`src/hw/rtl/srl_pkg.sv`:
```
// Shared types, constants and codes for the sorted ranking list.
// Used by the controller, the datapath and the top level; depends on nothing.
package srl_pkg;

  // List geometry.
  localparam int unsigned DEPTH    = 16;
  localparam int unsigned TAG_BITS = 8;
  localparam int unsigned KEY_BITS = 32;

  localparam int unsigned IDX_BITS   = (DEPTH > 1) ? $clog2(DEPTH) : 1;
  localparam int unsigned CNT_BITS   = $clog2(DEPTH + 1);
  localparam int unsigned ENTRY_BITS = TAG_BITS + KEY_BITS;

  // Fixed field widths on the streams.
  localparam int unsigned OP_BITS        = 2;
  localparam int unsigned IN_TAG_BITS    = 8;
  localparam int unsigned IN_REWARD_BITS = 32;
  localparam int unsigned RANK_BITS      = 4;
  localparam int unsigned STATUS_BITS    = 2;
  localparam int unsigned COUNT_BITS     = 5;

  localparam int unsigned IN_TDATA_BITS  = 48;
  localparam int unsigned OUT_TDATA_BITS = 48;

  // Width used to compare a rank against the count.
  localparam int unsigned CMP_BITS = (CNT_BITS > RANK_BITS) ? CNT_BITS : RANK_BITS;

  typedef enum logic [OP_BITS-1:0] {
    OP_INSERT = 2'd0,
    OP_REMOVE = 2'd1,
    OP_READ   = 2'd2,
    OP_NOP    = 2'd3
  } op_e;

  typedef enum logic [STATUS_BITS-1:0] {
    STS_OK    = 2'd0,
    STS_FULL  = 2'd1,
    STS_EMPTY = 2'd2,
    STS_RANGE = 2'd3
  } status_e;

  typedef enum logic [2:0] {
    CS_IDLE,
    CS_DECODE,
    CS_INS_RD,
    CS_INS_CMP,
    CS_FINISH
  } ctrl_state_e;

  typedef enum logic [1:0] {
    RA_PREV,
    RA_LAST,
    RA_RANK
  } rd_addr_sel_e;

  // Commands from the controller to the datapath.
  typedef struct packed {
    logic         capture;
    logic         idx_load;
    logic         rd_en;
    rd_addr_sel_e rd_sel;
    logic         wr_en;
    logic         wr_shift;
    logic         idx_dec;
    logic         finish;
  } srl_cmd_t;

  // Status from the datapath to the controller.
  typedef struct packed {
    op_e  op;
    logic err;
    logic idx_zero;
    logic stored_ge;
    logic out_free;
  } srl_status_t;

endpackage

```
`src/hw/rtl/sorted_ranking_list_top.sv`:
```
// Top level of the sorted ranking list: controller plus datapath.
// Depends on srl_pkg, srl_controller, srl_datapath and srl_ram.
//
//   Channel   Direction  Handshake                     Payload
//   s_axis    in         s_axis_tvalid/s_axis_tready   op, agent_tag, reward, rank
//   m_axis    out        m_axis_tvalid/m_axis_tready   status, entry_tag, entry_reward, count
//
// Reads, removes, refused requests and the unused op pass through decode and finish,
// where the result is registered. An insert walks the RAM from the tail, reading and
// shifting down one entry at a time, and writes the new entry when it reaches the head
// or lands behind an entry of equal or higher reward.
// One request is in flight at a time; reset clears the count and needs no sweep.
// A held result stalls the block only if it is still untaken when the next is due.
module sorted_ranking_list_top (
  input  logic                                clk_i,
  input  logic                                rst_ni,
  input  logic                                s_axis_tvalid,
  output logic                                s_axis_tready,
  // op [1:0], agent_tag [9:2], reward [41:10], rank [45:42], zero [47:46]
  input  logic [srl_pkg::IN_TDATA_BITS-1:0]   s_axis_tdata,
  output logic                                m_axis_tvalid,
  input  logic                                m_axis_tready,
  // status [1:0], entry_tag [9:2], entry_reward [41:10], count [46:42], zero [47]
  output logic [srl_pkg::OUT_TDATA_BITS-1:0]  m_axis_tdata
);
  import srl_pkg::*;

  srl_cmd_t    cmd;
  srl_status_t status;

  // Sequencer.
  srl_controller u_ctrl (
    .clk_i         (clk_i),
    .rst_ni        (rst_ni),
    .s_axis_tvalid (s_axis_tvalid),
    .s_axis_tready (s_axis_tready),
    .status_i      (status),
    .cmd_o         (cmd)
  );

  // Storage and result path.
  srl_datapath u_dp (
    .clk_i         (clk_i),
    .rst_ni        (rst_ni),
    .s_axis_tdata  (s_axis_tdata),
    .m_axis_tvalid (m_axis_tvalid),
    .m_axis_tready (m_axis_tready),
    .m_axis_tdata  (m_axis_tdata),
    .cmd_i         (cmd),
    .status_o      (status)
  );

endmodule

```
`src/hw/rtl/srl_ram.sv`:
```
// Generic single-port-write, single-port-read RAM with a registered read.
// Stand-alone; no package needed.
module srl_ram #(
  parameter int unsigned WIDTH = 8,
  parameter int unsigned DEPTH = 16
) (
  input  logic                                    clk_i,
  input  logic                                    we_i,
  input  logic [((DEPTH > 1) ? $clog2(DEPTH) : 1)-1:0] waddr_i,
  input  logic [WIDTH-1:0]                        wdata_i,
  input  logic                                    re_i,
  input  logic [((DEPTH > 1) ? $clog2(DEPTH) : 1)-1:0] raddr_i,
  output logic [WIDTH-1:0]                        rdata_o
);

  logic [WIDTH-1:0] mem_q [DEPTH];
  logic [WIDTH-1:0] rdata_q;

  // Write port.
  always_ff @(posedge clk_i) begin
    if (we_i) begin
      mem_q[waddr_i] <= wdata_i;
    end
  end

  // Registered read port.
  always_ff @(posedge clk_i) begin
    if (re_i) begin
      rdata_q <= mem_q[raddr_i];
    end
  end

  assign rdata_o = rdata_q;

endmodule

```
`src/hw/rtl/srl_datapath.sv`:
```
// Datapath of the sorted ranking list: request registers, entry RAM,
// count, walk index and result register. Depends on srl_pkg and srl_ram.
module srl_datapath (
  input  logic                                 clk_i,
  input  logic                                 rst_ni,
  input  logic [srl_pkg::IN_TDATA_BITS-1:0]    s_axis_tdata,
  output logic                                 m_axis_tvalid,
  input  logic                                 m_axis_tready,
  output logic [srl_pkg::OUT_TDATA_BITS-1:0]   m_axis_tdata,
  input  srl_pkg::srl_cmd_t                    cmd_i,
  output srl_pkg::srl_status_t                 status_o
);
  import srl_pkg::*;

  // Captured request.
  op_e                           op_q;
  logic [TAG_BITS-1:0]           tag_q;
  logic signed [KEY_BITS-1:0]    key_q;
  logic [RANK_BITS-1:0]          rank_q;

  // List state.
  logic [CNT_BITS-1:0]           count_q, count_d;
  logic [IDX_BITS-1:0]           idx_q;

  // Result register.
  logic                          m_valid_q;
  status_e                       res_status_q;
  logic [IN_TAG_BITS-1:0]        res_tag_q;
  logic signed [IN_REWARD_BITS-1:0] res_reward_q;
  logic [COUNT_BITS-1:0]         res_count_q;

  // RAM signals.
  logic [IDX_BITS-1:0]           raddr, waddr;
  logic [ENTRY_BITS-1:0]         wdata, rdata;
  logic [TAG_BITS-1:0]           rd_tag;
  logic signed [KEY_BITS-1:0]    rd_key;

  status_e                       dec_status;
  logic                          ok;

  // Field slices of the incoming request.
  logic [OP_BITS-1:0]            in_op;
  logic [IN_TAG_BITS-1:0]        in_tag;
  logic signed [IN_REWARD_BITS-1:0] in_reward;
  logic [RANK_BITS-1:0]          in_rank;

  assign in_op     = s_axis_tdata[1:0];
  assign in_tag    = s_axis_tdata[9:2];
  assign in_reward = $signed(s_axis_tdata[41:10]);
  assign in_rank   = s_axis_tdata[45:42];

  // Request capture.
  always_ff @(posedge clk_i or negedge rst_ni) begin
    if (!rst_ni) begin
      op_q <= OP_NOP;
    end else if (cmd_i.capture) begin
      op_q <= op_e'(in_op);
    end
  end

  always_ff @(posedge clk_i) begin
    if (cmd_i.capture) begin
      tag_q  <= TAG_BITS'(in_tag);
      key_q  <= KEY_BITS'(in_reward);
      rank_q <= in_rank;
    end
  end

  // Status of the captured request against the current count.
  always_comb begin
    dec_status = STS_OK;
    case (op_q)
      OP_INSERT: begin
        if (count_q == CNT_BITS'(DEPTH)) dec_status = STS_FULL;
      end
      OP_REMOVE: begin
        if (count_q == '0) dec_status = STS_EMPTY;
      end
      OP_READ: begin
        if (CMP_BITS'(rank_q) >= CMP_BITS'(count_q)) dec_status = STS_RANGE;
      end
      default: dec_status = STS_OK;
    endcase
  end

  assign ok = (dec_status == STS_OK);

  // Entry RAM; each word holds the key above the tag.
  always_comb begin
    case (cmd_i.rd_sel)
      RA_PREV: raddr = idx_q - IDX_BITS'(1);
      RA_LAST: raddr = IDX_BITS'(count_q - CNT_BITS'(1));
      RA_RANK: raddr = IDX_BITS'(rank_q);
      default: raddr = idx_q;
    endcase
  end

  assign waddr = idx_q;
  assign wdata = cmd_i.wr_shift ? rdata : {key_q, tag_q};

  srl_ram #(
    .WIDTH (ENTRY_BITS),
    .DEPTH (DEPTH)
  ) u_ram (
    .clk_i   (clk_i),
    .we_i    (cmd_i.wr_en),
    .waddr_i (waddr),
    .wdata_i (wdata),
    .re_i    (cmd_i.rd_en),
    .raddr_i (raddr),
    .rdata_o (rdata)
  );

  assign rd_tag = rdata[TAG_BITS-1:0];
  assign rd_key = $signed(rdata[ENTRY_BITS-1:TAG_BITS]);

  // Walk index for the insertion shift.
  always_ff @(posedge clk_i) begin
    if (cmd_i.idx_load) begin
      idx_q <= IDX_BITS'(count_q);
    end else if (cmd_i.idx_dec) begin
      idx_q <= idx_q - IDX_BITS'(1);
    end
  end

  // Count after the request completes.
  always_comb begin
    count_d = count_q;
    if (ok && op_q == OP_INSERT) count_d = count_q + CNT_BITS'(1);
    if (ok && op_q == OP_REMOVE) count_d = count_q - CNT_BITS'(1);
  end

  always_ff @(posedge clk_i or negedge rst_ni) begin
    if (!rst_ni) begin
      count_q <= '0;
    end else if (cmd_i.finish) begin
      count_q <= count_d;
    end
  end

  // Result register.
  always_ff @(posedge clk_i or negedge rst_ni) begin
    if (!rst_ni) begin
      m_valid_q <= 1'b0;
    end else if (cmd_i.finish) begin
      m_valid_q <= 1'b1;
    end else if (m_axis_tready) begin
      m_valid_q <= 1'b0;
    end
  end

  always_ff @(posedge clk_i) begin
    if (cmd_i.finish) begin
      res_status_q <= dec_status;
      res_count_q  <= COUNT_BITS'(count_d);
      if (ok && (op_q == OP_REMOVE || op_q == OP_READ)) begin
        res_tag_q    <= IN_TAG_BITS'(rd_tag);
        res_reward_q <= IN_REWARD_BITS'(rd_key);
      end else begin
        res_tag_q    <= '0;
        res_reward_q <= '0;
      end
    end
  end

  assign m_axis_tvalid = m_valid_q;
  assign m_axis_tdata  = {1'b0, res_count_q, res_reward_q, res_tag_q, res_status_q};

  // Status towards the controller.
  assign status_o.op        = op_q;
  assign status_o.err       = !ok;
  assign status_o.idx_zero  = (idx_q == '0);
  assign status_o.stored_ge = (rd_key >= key_q);
  assign status_o.out_free  = !m_valid_q || m_axis_tready;

endmodule

```
`src/hw/rtl/srl_controller.sv`:
```
// Controller state machine of the sorted ranking list.
// Depends on srl_pkg; drives the datapath through srl_cmd_t.
module srl_controller (
  input  logic                  clk_i,
  input  logic                  rst_ni,
  input  logic                  s_axis_tvalid,
  output logic                  s_axis_tready,
  input  srl_pkg::srl_status_t  status_i,
  output srl_pkg::srl_cmd_t     cmd_o
);
  import srl_pkg::*;

  ctrl_state_e state_q, state_d;

  // State register.
  always_ff @(posedge clk_i or negedge rst_ni) begin
    if (!rst_ni) begin
      state_q <= CS_IDLE;
    end else begin
      state_q <= state_d;
    end
  end

  // Next state.
  always_comb begin
    state_d = state_q;
    case (state_q)
      CS_IDLE: begin
        if (s_axis_tvalid) state_d = CS_DECODE;
      end
      CS_DECODE: begin
        if (!status_i.err && status_i.op == OP_INSERT) state_d = CS_INS_RD;
        else state_d = CS_FINISH;
      end
      CS_INS_RD: begin
        if (status_i.idx_zero) state_d = CS_FINISH;
        else state_d = CS_INS_CMP;
      end
      CS_INS_CMP: begin
        if (status_i.stored_ge) state_d = CS_FINISH;
        else state_d = CS_INS_RD;
      end
      CS_FINISH: begin
        if (status_i.out_free) state_d = CS_IDLE;
      end
      default: state_d = CS_IDLE;
    endcase
  end

  // Outputs.
  always_comb begin
    cmd_o         = '0;
    cmd_o.rd_sel  = RA_PREV;
    s_axis_tready = 1'b0;
    case (state_q)
      CS_IDLE: begin
        s_axis_tready = 1'b1;
        cmd_o.capture = s_axis_tvalid;
      end
      CS_DECODE: begin
        // Start the walk from the end, or fetch the entry to return.
        if (!status_i.err) begin
          case (status_i.op)
            OP_INSERT: cmd_o.idx_load = 1'b1;
            OP_REMOVE: begin
              cmd_o.rd_en  = 1'b1;
              cmd_o.rd_sel = RA_LAST;
            end
            OP_READ: begin
              cmd_o.rd_en  = 1'b1;
              cmd_o.rd_sel = RA_RANK;
            end
            default: cmd_o.rd_en = 1'b0;
          endcase
        end
      end
      CS_INS_RD: begin
        // At the head the new entry goes straight in.
        if (status_i.idx_zero) begin
          cmd_o.wr_en = 1'b1;
        end else begin
          cmd_o.rd_en  = 1'b1;
          cmd_o.rd_sel = RA_PREV;
        end
      end
      CS_INS_CMP: begin
        // Stop behind an entry of equal or higher reward, else shift it down.
        cmd_o.wr_en = 1'b1;
        if (!status_i.stored_ge) begin
          cmd_o.wr_shift = 1'b1;
          cmd_o.idx_dec  = 1'b1;
        end
      end
      CS_FINISH: begin
        cmd_o.finish = status_i.out_free;
      end
      default: cmd_o = '0;
    endcase
  end

endmodule
```
`config.mk`:
```
export PLATFORM = sky130hd
export DESIGN_NAME = sorted_ranking_list_top
export DESIGN_NICKNAME = d
export VERILOG_FILES = /design/src/hw/rtl/srl_pkg.sv /design/src/hw/rtl/sorted_ranking_list_top.sv /design/src/hw/rtl/srl_ram.sv /design/src/hw/rtl/srl_datapath.sv /design/src/hw/rtl/srl_controller.sv
export SDC_FILE = /design/constraint.sdc
export NUM_CORES = 1
export LEC_CHECK = 0
export ABC_CLOCK_PERIOD_IN_PS = 4700
export BUFFER_PORTS_ARGS = -buffer_cell sky130_fd_sc_hd__buf_2
export CAP_MARGIN = 20
export CORE_MARGIN = 10
export CORE_UTILIZATION = 27
export DETAILED_ROUTE_END_ITERATION = 12
export HOLD_SLACK_MARGIN = 0.06
export PLACE_DENSITY_LB_ADDON = 0.08
export SLEW_MARGIN = 0
export SYNTH_ARGS = -nofsm -noshare
export SYNTH_HDL_FRONTEND = slang
export SYNTH_SLANG_ARGS = --single-unit
```
`constraint.sdc`:
```
create_clock -name clk_i -period 4.7 [get_ports clk_i]
set_input_delay 0.235 -clock clk_i [delete_from_list [all_inputs] [get_ports clk_i]]
set_output_delay 0.235 -clock clk_i [all_outputs]
set_load 0.02 [all_outputs]
```
==> qor_table.md <==
| Group | Metric | Value |
|---|---|---|
| place | Total of buffers placed on input and output ports | 98 |
| synth | Share of cell area taken by muxes after synthesis | 13.3% |
| sta | Fmax | 0.235 GHz |
| setup path | Reg-to-Reg End | u_dp.u_ram.mem_q[10][23] |
| setup path | Required time of the critical path | 5.01 ns |
| routing | Wirelength, routed | 87800 um |
| global route | Gr usage total | 13.7% |
| sta | Clock Skew | 0.0238 ns |
| setup path | Capturing instance or port of the critical path | u_dp.u_ram.mem_q[10][23] |
| clock network | Setup fix buffers added after clock tree synthesis | 0 |
| outcome | Run status | complete, no violations |
| synth | Cells taking the most area after synthesis | sky130_fd_sc_hd__edfxtp_1 (75%), sky130_fd_sc_hd__mux4_2 (12%), sky130_fd_sc_hd__a22oi_1 (2.0%) |
| routing | Total via count in the routed design | 15200 |
| pwr | Maximum vdd ir drop | 0.347 mV |
| run | Max_cap viols | 0 |
| routing | Count of nets left with antenna violations after detail routing | 0 |
| synth | Share of synthesized cell area in full adder, half adder and majority cells | 1.99% |
| clock network | Clock-pin transition on the worst setup and hold timing paths | 0.06 ns |
| setup path | Data arrival time of the critical path | 4.57 ns |
| final layout | Post-route cell area | 37300 um2 |
| floorplan | Die area | 128000 um2 |
| floorplan | Top Ports | 102 |
| synth | Sequential-to-total area share from yosys stat | 76.3% |
| pwr | Cell internal pwr | 16.4 mW |
| clock network | Insertion delay of the later-clocked pin in the worst-skew pair | 0.67 ns |
| synth | Fraction of the mapped netlist area in compound gates | 3.32% |
| synth | EDFF count, synth | 775 |
| floorplan | Placement row count | 124 |
| final layout | Share of final-layout standard cells stronger than drive strength 1 | 26.6% |
| clock network | Clock buffer count from CTS | 94 |
| routing | Wire length per cell after detailed routing | 26.4 um |
| routing | Remaining routing DRC violations | 0 |
| synth | XOR/XNOR Fraction of Synth Area | 0.340% |
| setup path | Capturing element type of the critical path | flip-flop |
| place | Final GP Congestion | 0.707 |
| synth | Netlist cell types | 52 |
| floorplan | Y dimension of the die | 358 um |
| floorplan | Standard cell core area | 114000 um2 |
| global route | First-pass GRT wire length | 125000 um |
| synth | Dominant combinational cell family by area after synthesis | multiplexers |
| global route | Via count of the first global-routing pass | 16700 |
| final layout | Post-synthesis to final-layout area growth | 20.8% |
| synth | Top cell types by occurrence after synthesis | sky130_fd_sc_hd__edfxtp_1 (775), sky130_fd_sc_hd__mux4_2 (160), sky130_fd_sc_hd__a22oi_1 (83) |
| synth | Synth Area per Inst | 20.5 um2 |
| min path | Min-Delay Path Class | input pin to flip-flop |
| final layout | Layout Nets | 1834 |
| global route | Antenna violations before repair | 6 |
| pwr | Share of total power consumed by net switching | 32.3% |
| synth | Gate count after technology mapping | 1505 |
| synth | Netlist area before placement | 30900 um2 |
| global route | Aggregate global routing overflow | 0 |
| sta | Slew at the pin closest to its max-slew limit | 1.05 ns |
| clock network | TritonCTS clock tree | yes |
| synth | Yosys reg bits | 786 |
| routing | Initial drt markers | 977 |
| sta | Period utilization | 90.6% |
| setup path | Startpoint types | flip-flop |
| pwr | Switching component of the power | 7.85 mW |
| sta | Final hold violation count | 0 |
| pwr | Comb power frac | 31.8% |
| setup path | Flop2flop setup slack | 0.44 ns |
| pwr | Pwr Density | 651 nW/um2 |
| setup path | R2R Path Start | u_dp.u_ram.rdata_o[39] |
| setup path | Type of the setup path with the least slack | flip-flop to flip-flop |
| floorplan | Initial Util | 27.1% |
| synth | Portion of synthesized cell area occupied by the leading cell type | 75.4% |
| pwr | Static leakage power | 12.3 nW |
| setup path | Depth of the most critical reg-to-reg path | 11 |
| setup path | Worst setup path start | u_dp.u_ram.rdata_o[39] |
| routing | Post-detailed-route via-to-cell ratio | 4.57 |
| sta | Final Max Slew Viols | 0 |
| synth | Synth Warn # | 0 |
| pwr | Fraction of power consumed by sequential logic | 38.3% |
| floorplan | Horizontal extent of the die | 358 um |
| pwr | Proportion of power drawn by the clock network | 29.8% |
| global route | Pin count of the biggest net entering global routing | 53 |
| routing | Number of iterations in the first detailed-routing pass | 5 |
| place | Detailed placement HPWL | 47200 um |
| clock network | CTS sink count | 786 |
| sta | RSZ-0062 raised after global routing | false |
| clock network | H-tree Lvls | 3 |
| synth | Net count of the mapped netlist | 1606 |
| synth | Ys async rst share | 1.40% |
| synth | Top FF cell, synth | sky130_fd_sc_hd__edfxtp_1 |
| pwr | Total chip power | 24.3 mW |
| clock network | Root Buffer Master | sky130_fd_sc_hd__clkbuf_16 |
| synth | Top cell type by total area after synthesis | sky130_fd_sc_hd__edfxtp_1 |
| sta | Final total negative setup slack | 0 ns |
| setup path | Max FO, Critical Path | 29 |
| synth | Post-synthesis simple-gate area fraction | 3.03% |
| synth | Most frequently used cell type in the post-synthesis netlist | sky130_fd_sc_hd__edfxtp_1 |
| clock network | Deepest clock path buffer count | 3 |
| sta | Max transition margin | 29.7% |
| place | Post-DP Area | 33700 um2 |
| sta | Min Tclk post-route | 4.26 ns |
| sta | # setup viols final | 0 |
[worst min path at each step]
stage | to | cells after the start | from | slack (ns)
after detailed placement | u_dp.count_q[4] | 1 | rst_ni | 0.15
after CTS | u_dp.tag_q[0] | 2 | s_axis_tdata[2] | 0.24
final | u_dp.key_q[16] | 2 | s_axis_tdata[26] | 0.28
after global routing | u_dp.tag_q[0] | 2 | s_axis_tdata[2] | 0.26
after floorplan | u_ctrl.state_q[0] | 0 | rst_ni | -0.06
after global placement | u_dp.count_q[4] | 1 | rst_ni | 0.14
[kinds of logic (layout without fill, tap and decap cells)]
kind of cell,count (synthesis),after routing
adder cells (fa/ha/maj),49,49
AO/OA/AOI/OAI,144,144
multiplexers,205,205
flip-flops,786,786
other,1,3
XOR/XNOR,12,12
buffers and inverters,118,422
AND/OR/NAND/NOR,190,190
[placed cells by master (no fill, tap or decap), types with 7 or more instances in the layout]
| cell | instances |
|---|---|
| sky130_fd_sc_hd__edfxtp_1 | 775 |
| sky130_fd_sc_hd__mux4_2 | 160 |
| sky130_fd_sc_hd__buf_2 | 98 |
| sky130_fd_sc_hd__clkbuf_16 | 97 |
| sky130_fd_sc_hd__a22oi_1 | 83 |
| sky130_fd_sc_hd__nand2_1 | 62 |
| sky130_fd_sc_hd__dlygate4sd3_1 | 51 |
| sky130_fd_sc_hd__ha_1 | 49 |
| sky130_fd_sc_hd__inv_1 | 48 |
| sky130_fd_sc_hd__and2_1 | 41 |
| sky130_fd_sc_hd__mux2_1 | 38 |
| sky130_fd_sc_hd__buf_4 | 34 |
| sky130_fd_sc_hd__nor2_1 | 19 |
| sky130_fd_sc_hd__a21oi_1 | 19 |
| sky130_fd_sc_hd__buf_12 | 19 |
| sky130_fd_sc_hd__nor2_4 | 18 |
| sky130_fd_sc_hd__clkinv_1 | 18 |
| sky130_fd_sc_hd__clkinv_2 | 17 |
| sky130_fd_sc_hd__clkbuf_1 | 17 |
| sky130_fd_sc_hd__nand4_1 | 11 |
| sky130_fd_sc_hd__a21o_1 | 11 |
| sky130_fd_sc_hd__xnor2_1 | 10 |
| sky130_fd_sc_hd__bufinv_16 | 10 |
| sky130_fd_sc_hd__dfrtp_1 | 9 |
| sky130_fd_sc_hd__nand2b_1 | 7 |
| sky130_fd_sc_hd__o21ai_0 | 7 |
| sky130_fd_sc_hd__nor3_1 | 7 |
[what timing repair did]
action | in CTS | in global routing
resized for setup | 0 | 0
endpoints found under the setup margin | 0 | 0
hold buffers | 51 | 0
hold endpoints to repair | 59 | 0
[layer usage]
metal	share of wire [%]	GRT usage [%]
met1	45	18.3
met2	49	23.0
met3	4.1	2.44
met4	2.2	3.35
met5	0.015	0
[registers in the layout, indices dropped and copies added, names as in the netlist]
name                cells
u_dp.tag_q              8
u_dp.res_status_q       2
u_dp.m_axis_tvalid      1
u_dp.count_q            5
u_dp.u_ram.mem_q      640
u_dp.res_reward_q      32
u_dp.res_count_q        5
u_dp.res_tag_q          8
u_dp.op_q               2
u_dp.key_q             32
u_dp.u_ram.rdata_o     40
u_dp.idx_q              4
u_dp.rank_q             4
u_ctrl.state_q          3
[power by group through the flow]
stage | logic, mW | clock network [mW] | registers, mW
detailed placement | 7.98 | 0 | 9.45
floorplan | 4.97 | 0 | 9.36
global placement | 7.97 | 0 | 9.45
CTS | 8.05 | 7.48 | 9.32
finish | 7.73 | 7.24 | 9.30
global route | 8.51 | 7.76 | 9.37
[area by class of cell]
cell class / count / area [um2]
Timing Repair Buffer: 202 / 1640
Inverter: 48 / 180
Fill cell: 10900 / 76600
Sequential cell: 786 / 23600
Clock buffer: 116 / 2520
Tap cell: 1512 / 1890
Clock inverter: 56 / 556
Antenna cell: 2 / 5.00
Multi-Input combinational cell: 601 / 6970
[through the flow]
stage / setup WS (ns) / utilization, % / instances / hold WS [ns]
4_1_cts: 0.325 / 32.8 / 3321 / 0.239
3_3_place_gp: 0.459 / 29.6 / 3098 / 0.141
5_1_grt: 0.250 / 32.8 / 3321 / 0.258
6_report: 0.443 / 32.8 / 3323 / 0.285
3_5_place_dp: 0.357 / 29.6 / 3098 / 0.146
2_1_floorplan: 0.178 / - / 1505 / -0.0606
[critical path, cell delays in order, from the launching register on]
cell and delay [ns]:
sky130_fd_sc_hd__edfxtp_1 0.43, sky130_fd_sc_hd__ha_1 0.44, sky130_fd_sc_hd__nand4_1 0.12, sky130_fd_sc_hd__nor2_1 0.27, sky130_fd_sc_hd__and3_1 0.33, sky130_fd_sc_hd__nand4_1 0.24
sky130_fd_sc_hd__a221o_1 0.40, sky130_fd_sc_hd__o2111ai_1 0.17, sky130_fd_sc_hd__mux2i_1 0.14, sky130_fd_sc_hd__nand4_1 0.14, sky130_fd_sc_hd__buf_4 0.60, sky130_fd_sc_hd__mux2_1 0.61
Note: power is estimated with default switching activity, not from simulation.
